### config.mk
export PLATFORM = sky130hd
export DESIGN_NAME = xorshift64_star_range_draw_core_flat
export DESIGN_NICKNAME = d
export VERILOG_FILES = /design/src/hdl/xsrd_pkg.sv /design/src/hdl/xsrd_if.sv /design/src/hdl/xorshift64_star_range_draw_core.sv /design/src/hdl/xsrd_mod_unit.sv /design/src/flat_wrapper.sv
export SDC_FILE = /design/constraint.sdc
export NUM_CORES = 2
export LEC_CHECK = 0
export BUFFER_PORTS_ARGS = -buffer_cell sky130_fd_sc_hd__buf_2
export CORE_UTILIZATION = 25
export CTS_CLUSTER_DIAMETER = 120
export DETAILED_ROUTE_END_ITERATION = 7
export PLACE_DENSITY = 0.47
export SYNTH_ARGS = -nofsm -noshare
export SYNTH_HDL_FRONTEND = slang
export SYNTH_HIERARCHICAL = 1
export SYNTH_SLANG_ARGS = --single-unit
export TNS_END_PERCENT = 50
### constraint.sdc
create_clock -name clk -period 12.8 [get_ports clk]
set_input_delay 3.2 -clock clk [delete_from_list [all_inputs] [get_ports clk]]
set_output_delay 3.2 -clock clk [all_outputs]
set_load 0.02 [all_outputs]
### src/hdl/xsrd_pkg.sv
// Package for the xorshift64* range draw core.
// Holds the sequencer states, the generator constants and the
// control and status structs shared with the remainder unit.
package xsrd_pkg;

  localparam int unsigned StateW = 64;
  localparam int unsigned BoundW = 32;
  localparam int unsigned SpanW  = BoundW + 1;

  localparam logic [StateW-1:0] MixMult = 64'h2545_F491_4F6C_DD1D;
  localparam int unsigned ShiftA = 12;
  localparam int unsigned ShiftB = 25;
  localparam int unsigned ShiftC = 27;

  localparam logic [StateW-1:0] SeedReset = 64'd1;

  // Register indexes on the configuration port.
  localparam logic RegSeed = 1'b0;

  typedef enum logic [1:0] {
    S_IDLE,
    S_MUL,
    S_MOD,
    S_OUT
  } seq_state_t;

  typedef struct packed {
    logic start;
  } mod_ctl_t;

  typedef struct packed {
    logic busy;
    logic done;
  } mod_sts_t;

  // One xorshift64 step.
  function automatic logic [StateW-1:0] xs_advance(input logic [StateW-1:0] s);
    logic [StateW-1:0] x;
    x = s;
    x = x ^ (x >> ShiftA);
    x = x ^ (x << ShiftB);
    x = x ^ (x >> ShiftC);
    return x;
  endfunction

endpackage

### src/hdl/xsrd_if.sv
// Handshake channels of the xorshift64* range draw core.
// The request carries the two bounds, the response the drawn value and
// the generator state; no package dependency.
interface xsrd_req_if;
  logic               valid;
  logic               ready;
  logic signed [31:0] range_low;
  logic signed [31:0] range_high;

  modport source(output valid, range_low, range_high, input ready);
  modport sink(input valid, range_low, range_high, output ready);
endinterface

interface xsrd_rsp_if;
  logic               valid;
  logic               ready;
  logic signed [31:0] value;
  logic        [63:0] state_after;

  modport source(output valid, value, state_after, input ready);
  modport sink(input valid, value, state_after, output ready);
endinterface

### src/hdl/xorshift64_star_range_draw_core.sv
// xorshift64* range draw core: one signed 32-bit draw per request item.
// The accepting edge orders the bounds and advances the state. From acceptance to the result,
// the shared 32x32 multiplier builds the product, the bit-serial remainder unit is started,
// it runs 64 remainder steps, and the result is handed off to the output register.
// One item at a time; the next item can be taken the cycle after the result is
// registered. Synchronous reset loads the state with one.
module xorshift64_star_range_draw_core
  import xsrd_pkg::*;
(
  input  logic          clk,
  input  logic          rst,
  xsrd_req_if.sink      req,
  xsrd_rsp_if.source    rsp,
  input  logic          psel,
  input  logic          penable,
  input  logic          pwrite,
  input  logic [3:0]    paddr,
  input  logic [63:0]   pwdata,
  output logic [63:0]   prdata,
  output logic          pready
);

  // Generator state and the per-item working registers.
  logic [StateW-1:0] gen_state;
  logic signed [BoundW-1:0] lo;
  logic [SpanW-1:0]  span;
  logic [1:0]        mstep;
  logic [StateW-1:0] prod;
  logic [StateW-1:0] acc;

  // Output register: the result waits here until the sink takes it.
  logic                     out_valid;
  logic signed [BoundW-1:0] out_value;
  logic [StateW-1:0]        out_state;

  seq_state_t state, state_next;

  mod_ctl_t          mctl;
  mod_sts_t          msts;
  logic [BoundW-1:0] mrem;

  logic cfg_wr;
  logic accept;
  logic out_load;

  // Bound ordering and span: span = high - low + 1, up to 2^32.
  logic signed [BoundW-1:0] b_lo, b_hi;
  logic [SpanW-1:0]         b_diff;

  // Multiplier operands for the three partial products that reach the
  // low 64 bits of state * constant.
  logic [BoundW-1:0] mul_a, mul_b;

  assign pready = 1'b1;
  assign cfg_wr = psel && penable && pwrite && pready;
  // Only the seed register exists; it answers wherever paddr[3] is clear, other addresses read as zero.
  assign prdata = (paddr[3] == RegSeed) ? gen_state : '0;

  assign accept   = req.valid && req.ready;
  assign req.ready = (state == S_IDLE);

  assign rsp.valid       = out_valid;
  assign rsp.value       = out_value;
  assign rsp.state_after = out_state;

  always_comb begin
    if (req.range_low > req.range_high) begin
      b_lo = req.range_high;
      b_hi = req.range_low;
    end else begin
      b_lo = req.range_low;
      b_hi = req.range_high;
    end
    b_diff = {b_hi[BoundW-1], b_hi} - {b_lo[BoundW-1], b_lo};
  end

  always_comb begin
    case (mstep)
      2'd0: begin
        mul_a = gen_state[BoundW-1:0];
        mul_b = MixMult[BoundW-1:0];
      end
      2'd1: begin
        mul_a = gen_state[BoundW-1:0];
        mul_b = MixMult[StateW-1:BoundW];
      end
      default: begin
        mul_a = gen_state[StateW-1:BoundW];
        mul_b = MixMult[BoundW-1:0];
      end
    endcase
  end

  // The result leaves the pipeline once the output register is free.
  assign out_load = (state == S_OUT) && (!out_valid || rsp.ready);

  always_comb begin
    state_next = state;
    mctl.start = 1'b0;
    unique case (state)
      S_IDLE: begin
        if (accept) begin
          state_next = S_MUL;
        end
      end
      S_MUL: begin
        // Step three folds in the last partial product and hands the
        // finished product to the remainder unit.
        if (mstep == 2'd3) begin
          state_next = S_MOD;
        end
      end
      S_MOD: begin
        if (msts.done) begin
          state_next = S_OUT;
        end
        mctl.start = !msts.busy && !msts.done && (mstep == 2'd0);
      end
      S_OUT: begin
        if (out_load) begin
          state_next = S_IDLE;
        end
      end
      default: state_next = S_IDLE;
    endcase
  end

  always_ff @(posedge clk) begin
    if (rst) begin
      state <= S_IDLE;
    end else begin
      state <= state_next;
    end
  end

  always_ff @(posedge clk) begin
    if (rst) begin
      gen_state <= SeedReset;
      out_valid <= 1'b0;
      mstep     <= '0;
    end else begin
      if (cfg_wr && (paddr[3] == RegSeed)) begin
        // A zero seed would lock the generator, so it loads as one.
        gen_state <= (pwdata == '0) ? SeedReset : pwdata;
      end

      if (accept) begin
        gen_state <= xs_advance(gen_state);
        lo        <= b_lo;
        span      <= b_diff + 1'b1;
        mstep     <= '0;
      end

      if (state == S_MUL) begin
        // A register stands after the multiplier; each product is added
        // in the following cycle.
        prod  <= mul_a * mul_b;
        mstep <= mstep + 1'b1;
        if (mstep == 2'd1) begin
          acc <= prod;
        end else if (mstep != 2'd0) begin
          acc[StateW-1:BoundW] <= acc[StateW-1:BoundW] + prod[BoundW-1:0];
        end
      end

      if (state == S_MOD) begin
        mstep <= 2'd1;
      end

      if (out_load) begin
        out_valid <= 1'b1;
        out_value <= lo + $signed(mrem);
        out_state <= gen_state;
      end else if (rsp.ready) begin
        out_valid <= 1'b0;
      end
    end
  end

  xsrd_mod_unit u_mod (
    .clk       (clk),
    .rst       (rst),
    .ctl       (mctl),
    .dividend  (acc),
    .divisor   (span),
    .sts       (msts),
    .remainder (mrem)
  );

endmodule

### src/hdl/xsrd_mod_unit.sv
// Bit-serial restoring remainder unit: 64-bit dividend by a 33-bit divisor.
// Depends on xsrd_pkg for widths and the control and status structs.
module xsrd_mod_unit
  import xsrd_pkg::*;
(
  input  logic                clk,
  input  logic                rst,
  input  mod_ctl_t            ctl,
  input  logic [StateW-1:0]   dividend,
  input  logic [SpanW-1:0]    divisor,
  output mod_sts_t            sts,
  output logic [BoundW-1:0]   remainder
);

  localparam int unsigned CntW = $clog2(StateW);

  logic [StateW-1:0] dvd;
  logic [SpanW-1:0]  dsr;
  logic [SpanW-1:0]  rem;
  logic [CntW-1:0]   cnt;
  logic              busy;
  logic              done;

  logic [SpanW:0] trial;
  logic [SpanW:0] diff;

  // One quotient bit per cycle; the remainder always stays below the divisor.
  assign trial = {rem, dvd[StateW-1]};
  assign diff  = trial - {1'b0, dsr};

  always_ff @(posedge clk) begin
    if (rst) begin
      busy <= 1'b0;
      done <= 1'b0;
      cnt  <= '0;
    end else begin
      done <= 1'b0;
      if (ctl.start) begin
        busy <= 1'b1;
        cnt  <= '0;
        dvd  <= dividend;
        dsr  <= divisor;
        rem  <= '0;
      end else if (busy) begin
        dvd <= dvd << 1;
        if (!diff[SpanW]) begin
          rem <= diff[SpanW-1:0];
        end else begin
          rem <= trial[SpanW-1:0];
        end
        cnt <= cnt + 1'b1;
        if (cnt == CntW'(StateW - 1)) begin
          busy <= 1'b0;
          done <= 1'b1;
        end
      end
    end
  end

  assign sts.busy  = busy;
  assign sts.done  = done;
  assign remainder = rem[BoundW-1:0];

endmodule
### src/flat_wrapper.sv
// flat-port wrapper written by rule: the top's interface ports become plain ports
module xorshift64_star_range_draw_core_flat import xsrd_pkg::*;
  (clk, rst, psel, penable, pwrite, paddr, pwdata, prdata, pready, req_valid, req_range_low, req_range_high, req_ready, rsp_valid, rsp_value, rsp_state_after, rsp_ready);
  xsrd_req_if req_i ();
  xsrd_rsp_if rsp_i ();
  input  logic clk;
  input  logic rst;
  input  logic psel;
  input  logic penable;
  input  logic pwrite;
  input  logic [3:0] paddr;
  input  logic [63:0] pwdata;
  output logic [63:0] prdata;
  output logic pready;
  input wire logic [$bits(req_i.valid)-1:0] req_valid;
  input wire logic [$bits(req_i.range_low)-1:0] req_range_low;
  input wire logic [$bits(req_i.range_high)-1:0] req_range_high;
  output wire logic [$bits(req_i.ready)-1:0] req_ready;
  output wire logic [$bits(rsp_i.valid)-1:0] rsp_valid;
  output wire logic [$bits(rsp_i.value)-1:0] rsp_value;
  output wire logic [$bits(rsp_i.state_after)-1:0] rsp_state_after;
  input wire logic [$bits(rsp_i.ready)-1:0] rsp_ready;
  assign req_i.valid = req_valid;
  assign req_i.range_low = req_range_low;
  assign req_i.range_high = req_range_high;
  assign req_ready = req_i.ready;
  assign rsp_valid = rsp_i.valid;
  assign rsp_value = rsp_i.value;
  assign rsp_state_after = rsp_i.state_after;
  assign rsp_i.ready = rsp_ready;
  xorshift64_star_range_draw_core u_core (.clk(clk), .rst(rst), .req(req_i), .rsp(rsp_i), .psel(psel), .penable(penable), .pwrite(pwrite), .paddr(paddr), .pwdata(pwdata), .prdata(prdata), .pready(pready));
endmodule
-- Word level (Yosys, flattened, before mapping)
Cells that the tools add are included.
- order comparisons: 1
- $add $sub $neg: 7
- mux-type cells: 29
- $mul: 1
- bitwise operators: 6
- eq/ne operators: 10
- reduce and logical (&&, ||, !) cells: 33
- operators by type and width (cell ; count):
    two-way mux 64 bit ; 6
    two-way mux 32 bit ; 5
    two-way mux 33 bit ; 2
    adder 32 bit ; 2
    logical NOT 64 bit ; 1
    XOR 64 x 37 -> 64 bit ; 1
    XOR 64 x 52 -> 64 bit ; 1
    XOR 64 bit ; 1
    multiplier 32 x 31 -> 63 bit ; 1
    subtractor 34 x 33 -> 34 bit ; 1
    adder 33 x 1 -> 33 bit (second input constant) ; 1
    subtractor 32 x 32 -> 33 bit ; 1
    greater-than comparator 32 bit ; 1
    two-way mux 31 bit ; 1
    two-way mux 2 bit ; 6
    nonzero test 2 bit ; 6
    AND reduction 2 bit ; 5
    two-way mux 1 bit ; 8
    one-hot mux 2 bit (4 select lines) ; 1
    logical AND 1 bit ; 7
    adder 6 x 1 -> 6 bit (second input constant) ; 1
    equality test 2 bit (second input constant) ; 3
    equality test 6 bit (second input constant) ; 1
    AND reduction 3 bit ; 2
    12 further kinds ; 22
- output and inout port bits: 163
- word-level logic and storage cells: 105
- register bits: 496

-- Longest topological paths before layout
- depth in word-level cells: 6
- mapped depth: 36
- gate-level depth less buffers: 34

-- Hierarchy
The synthesis kept the hierarchy.
- by module, submodules not included (module ; seq. area each (um2) ; cells an instance ; times used ; area each (um2)):
    xorshift64_star_range_draw_core ; 10059.6 ; 4458 ; 1 ; 44057.3
    xsrd_mod_unit ; 4063.9 ; 618 ; 1 ; 7534.7

-- Least setup slack after synthesis
No wires, ideal clock.
- kind: in2reg
- start point: input rst
- end point: register u_core.out_state[0] (netlist: u_core/rsp.state_after[0]) (enable)
- stages on the path: 2
- buffers on the path: 1
- data arrival time: 10.421 ns
- setup slack: 1.691 ns
- library setup time: 0.688 ns
- data required time: 12.112 ns
- path through: clkbuf_1 > nor3b_1
- longest elaborated chain between the ends: 2
- RTL lines (item ; line ; text):
    start: declaration ; flat_wrapper.sv:7 ; input logic rst;
    NOT 1 bit (no source line) ; n/a ;
    AND reduction 2 bit (no source line) ; n/a ;
    end signal: assignment ; xorshift64_star_range_draw_core.sv:173 ; out_state <= gen_state;
    end: declaration ; xorshift64_star_range_draw_core.sv:34 ; logic [StateW-1:0] out_state;
Every way passes these cells.
A chain may end at the register's enable or synchronous reset.

-- Worst setup path in the final report
- start point: register u_core.mstep[0]
- end point: register u_core.prod[60], data pin
- longest elaborated chain between the ends: 4
- elaborated cells between the ends (all ways): 6
- those cells by class: mul: 1; eq/ne: 1; mux: 2; reduce/logical: 2
- RTL lines (item ; line ; text):
    start: declaration ; xorshift64_star_range_draw_core.sv:27 ; logic [1:0] mstep;
    start signal: assignment ; xorshift64_star_range_draw_core.sv:158 ; mstep <= mstep + 1'b1;
    equality test 2 x 1 -> 1 bit / logical NOT 2 bit (equally long branches) ; xorshift64_star_range_draw_core.sv:78 ; case (mstep)
    OR reduction 2 bit (no source line) ; n/a ;
    two-way mux 32 bit ; xorshift64_star_range_draw_core.sv:78 ;
    multiplier 32 x 31 -> 63 bit (*) ; xorshift64_star_range_draw_core.sv:157 ; prod <= mul_a * mul_b;
    end signal: assignment ; xorshift64_star_range_draw_core.sv:157 ;
    end: declaration ; xorshift64_star_range_draw_core.sv:28 ; logic [StateW-1:0] prod;
Mark *: on every way between the ends. The rest lies on a longest branch, timed or not.

==> reports/summary.txt <==
Relative slew margins = 5.42%
post-synthesis mux area share = 3.26%
Max FO, Critical Path = 24
Worst Tran Pin Value = 1380 ps
synth top area cells = edfxtp_1 24%, fa_1 22%, ha_1 14%, inv_1 6.8%, xnor2_1 3.7%
post-synthesis sequential area ratio = 27.4%
Total Negative Setup Slacks = 0 ps
Synth Area in XOR/XNOR = 5.86%
ys flop type = edfxtp_1
Placer Congestion = 0.911
H-tree Lvls = 2
number of synthesized flops with an enable pin = 419
Starting Density = 25.2%
RSZ-0062 raised after global routing = no
Max-cap violations = 0
Mapped Area = 51,600 µm²
Clock transition at path regs = 60 ps
CTS Buffer Depth = 3
Core Area = 205,000 µm²
DIE AREA = 208,000 µm²
clock root cell = clkbuf_16
CP max stage cell = mux2i_1
IO Count = 302
Detail Placement HPWL = 133,000 µm
fillers = 21,610
Antenna Violating Nets Remaining = 0
Synth top area share = 24.4%
Routed WL = 162,000 µm
largest net degree at the start of global routing = 108
Vert. Die Dim = 456 µm
All-Layer GR Usage = 15.3%
initial antenna violation count = 21
clk sinks = 496
Post-CTS Setup Repair Bufs = 0
Final #Nets = 6,622
Tcrit/Tclk final = 81.9%
clk_skew = 31.8 ps
CTS buffer count = 57
drt wl/cell = 20.0 µm
complex-gate fraction of the synthesized area = 10.3%
Initial DRC Count = 2,824
Final Hold Violating Endpoints = 0
slowest cell delay on critical path = 1170 ps
buffers added on ports = 297
min cycle time layout = 10,480 ps
Syn-to-layout area delta = 13.0%
area leader, netlist = edfxtp_1
grt total ovfl = 0
number of hold buffers added after cts = 0
std cell rows = 166
Die Width = 456 µm
adder and majority gate portion of the synthesized area = 35.6%
asr flop ratio synth = 0%
min-delay worst type = reg -> reg
DRC violations left = 0
status = completed
Clk Latency, worst-skew pair = 680 ps
Detailed Routing Iterations Pass 1 = 6
crit path DAT = 10,890 ps
Distinct cells, synth = 92
synth warn = 6
crit end category = flip-flop
CTS tree = done
Worst setup SP type = flip-flop
Max Slew Vio Count = 0
vias post-DR = 37,050
Worst EP required = 13,210 ps
Fmax achieved = 0.0954 GHz
post-CTS resize count = 0
global-route wire length before repair = 239,000 µm
most common cell after layout, fill and taps aside = inv_1
Cells after Synth = 5,076
DR vias/cell = 4.58
Avg Cell Area, Syn = 10.2 µm²
vias in the first global route = 37,338
critical path's most frequent cell = fa_1
fraction of layout cells with a size suffix above 1 = 11.2%
Yosys reg bits = 496
simple-gate share of the synthesized area = 9.00%
Final setup viols = 0
WS Path Type = reg -> reg
most frequent cells in the layout = 935 x inv_1, 575 x ha_1, 558 x fa_1
largest family of logic cells by synthesized area = adder cells
==> layer usage <==
layer | GRT usage (%) | part of all wire [%]
met5 | 0 | 0.012
met4 | 3.62 | 2.3
met3 | 2.25 | 5.8
met2 | 25.3 | 47
met1 | 20.9 | 45
==> Yosys cell counts (all sizes together) (12+ instances only) <==
master and number:
nor2b 100, inv 937, o22ai 14, nand2b 27, nand3 56, or2 13, mux2 82, a211oi 44
nor3 45, o21bai 27, xnor2 219, and3 22, mux2i 76, a31oi 21, or3 15, nand3b 20
a222oi 24, nand4 34, clkbuf 140, o21ai 238, nor2 290, edfxtp 419, nand2 275, a22oi 13
a21oi 224, o31ai 12, ha 576, nor4 26, xor2 126, o21a 29, buf 58, dfxtp 77
fa 558, and2 27, a21o 112
==> worst max-delay path, delay by kind of cell, from the launching register on <==
kind            cells  cell delay (ps)
compound gates      7             1660
xor+xnor            1              200
fa+ha+maj          10             4460
buf+inv             6             1160
flops               1              420
mux                 1             1170
simple gates        4             1120
==> cell families after synthesis <==
| kind of cell | after synthesis |
|---|---|
| DFF | 496 |
| buffers and inverters | 1138 |
| muxes | 158 |
| xor gates and xnor gates | 345 |
| adders and majority gates | 1134 |
| AOI/OAI and AO/OA | 833 |
| and+or+nand+nor | 970 |
| other | 2 |
==> state kept, by name, summed over array words and instances, names as in the netlist, 6 cells and up <==
| register | cells |
|---|---|
| u_core/rsp.value | 32 |
| u_core/span | 33 |
| u_core/u_mod/cnt | 6 |
| u_core/rsp.state_after | 64 |
| u_core/u_mod/dvd | 64 |
| u_core/acc | 64 |
| u_core/u_mod/dsr | 33 |
| u_core/prod | 64 |
| u_core/lo | 32 |
| u_core/gen_state | 64 |
| u_core/u_mod/rem | 33 |
==> path summary, 6_finish.rpt <==
| kind | end | depth (start not counted) | slack [ps] | start |
|---|---|---|---|---|
| min | u_core/u_mod/dsr[19]$_DFFE_PP_ | 0 | 410 | u_core/span[19]$_DFFE_PP_ |
| max reg2reg | u_core/prod[60]$_DFFE_PP_ | 29 | 2320 | u_core/mstep[0]$_SDFFE_PP0P_ |
| max | u_core/prod[60]$_DFFE_PP_ | 29 | 2320 | u_core/mstep[0]$_SDFFE_PP0P_ |
| min reg2reg | u_core/u_mod/dsr[19]$_DFFE_PP_ | 0 | 410 | u_core/span[19]$_DFFE_PP_ |
==> per-stage QoR <==
step                util [%]  instances  worst slack (ps)  hold WS (ps)  instance area [µm²]
floorplan                  -       5112              1690           400                51700
global placement        27.5       7978              2340           402                56400
detailed placement      27.5       7978              2320           405                56400
CTS                     28.5       8085              2290           414                58300
global route            28.5       8089              1920           417                58300
finish                  28.5       8091              2320           411                58300
==> final cells by class <==
| cell class | count | area (µm²) | area share (%) |
|---|---|---|---|
| antenna | 6 | 15.0 | 0.0257 |
| clock buffer | 67 | 1520 | 2.60 |
| clock inverter | 40 | 377 | 0.646 |
| inverter | 940 | 3530 | 6.05 |
| multi-input combinational | 3478 | 33300 | 57.1 |
| sequential | 496 | 14100 | 24.2 |
| tap | 2688 | 3360 | 5.77 |
| timing repair buffer | 376 | 2080 | 3.57 |
Power is not shown: default switching activity piles up to over one toggle a cycle in this logic, so the estimate is an artifact.
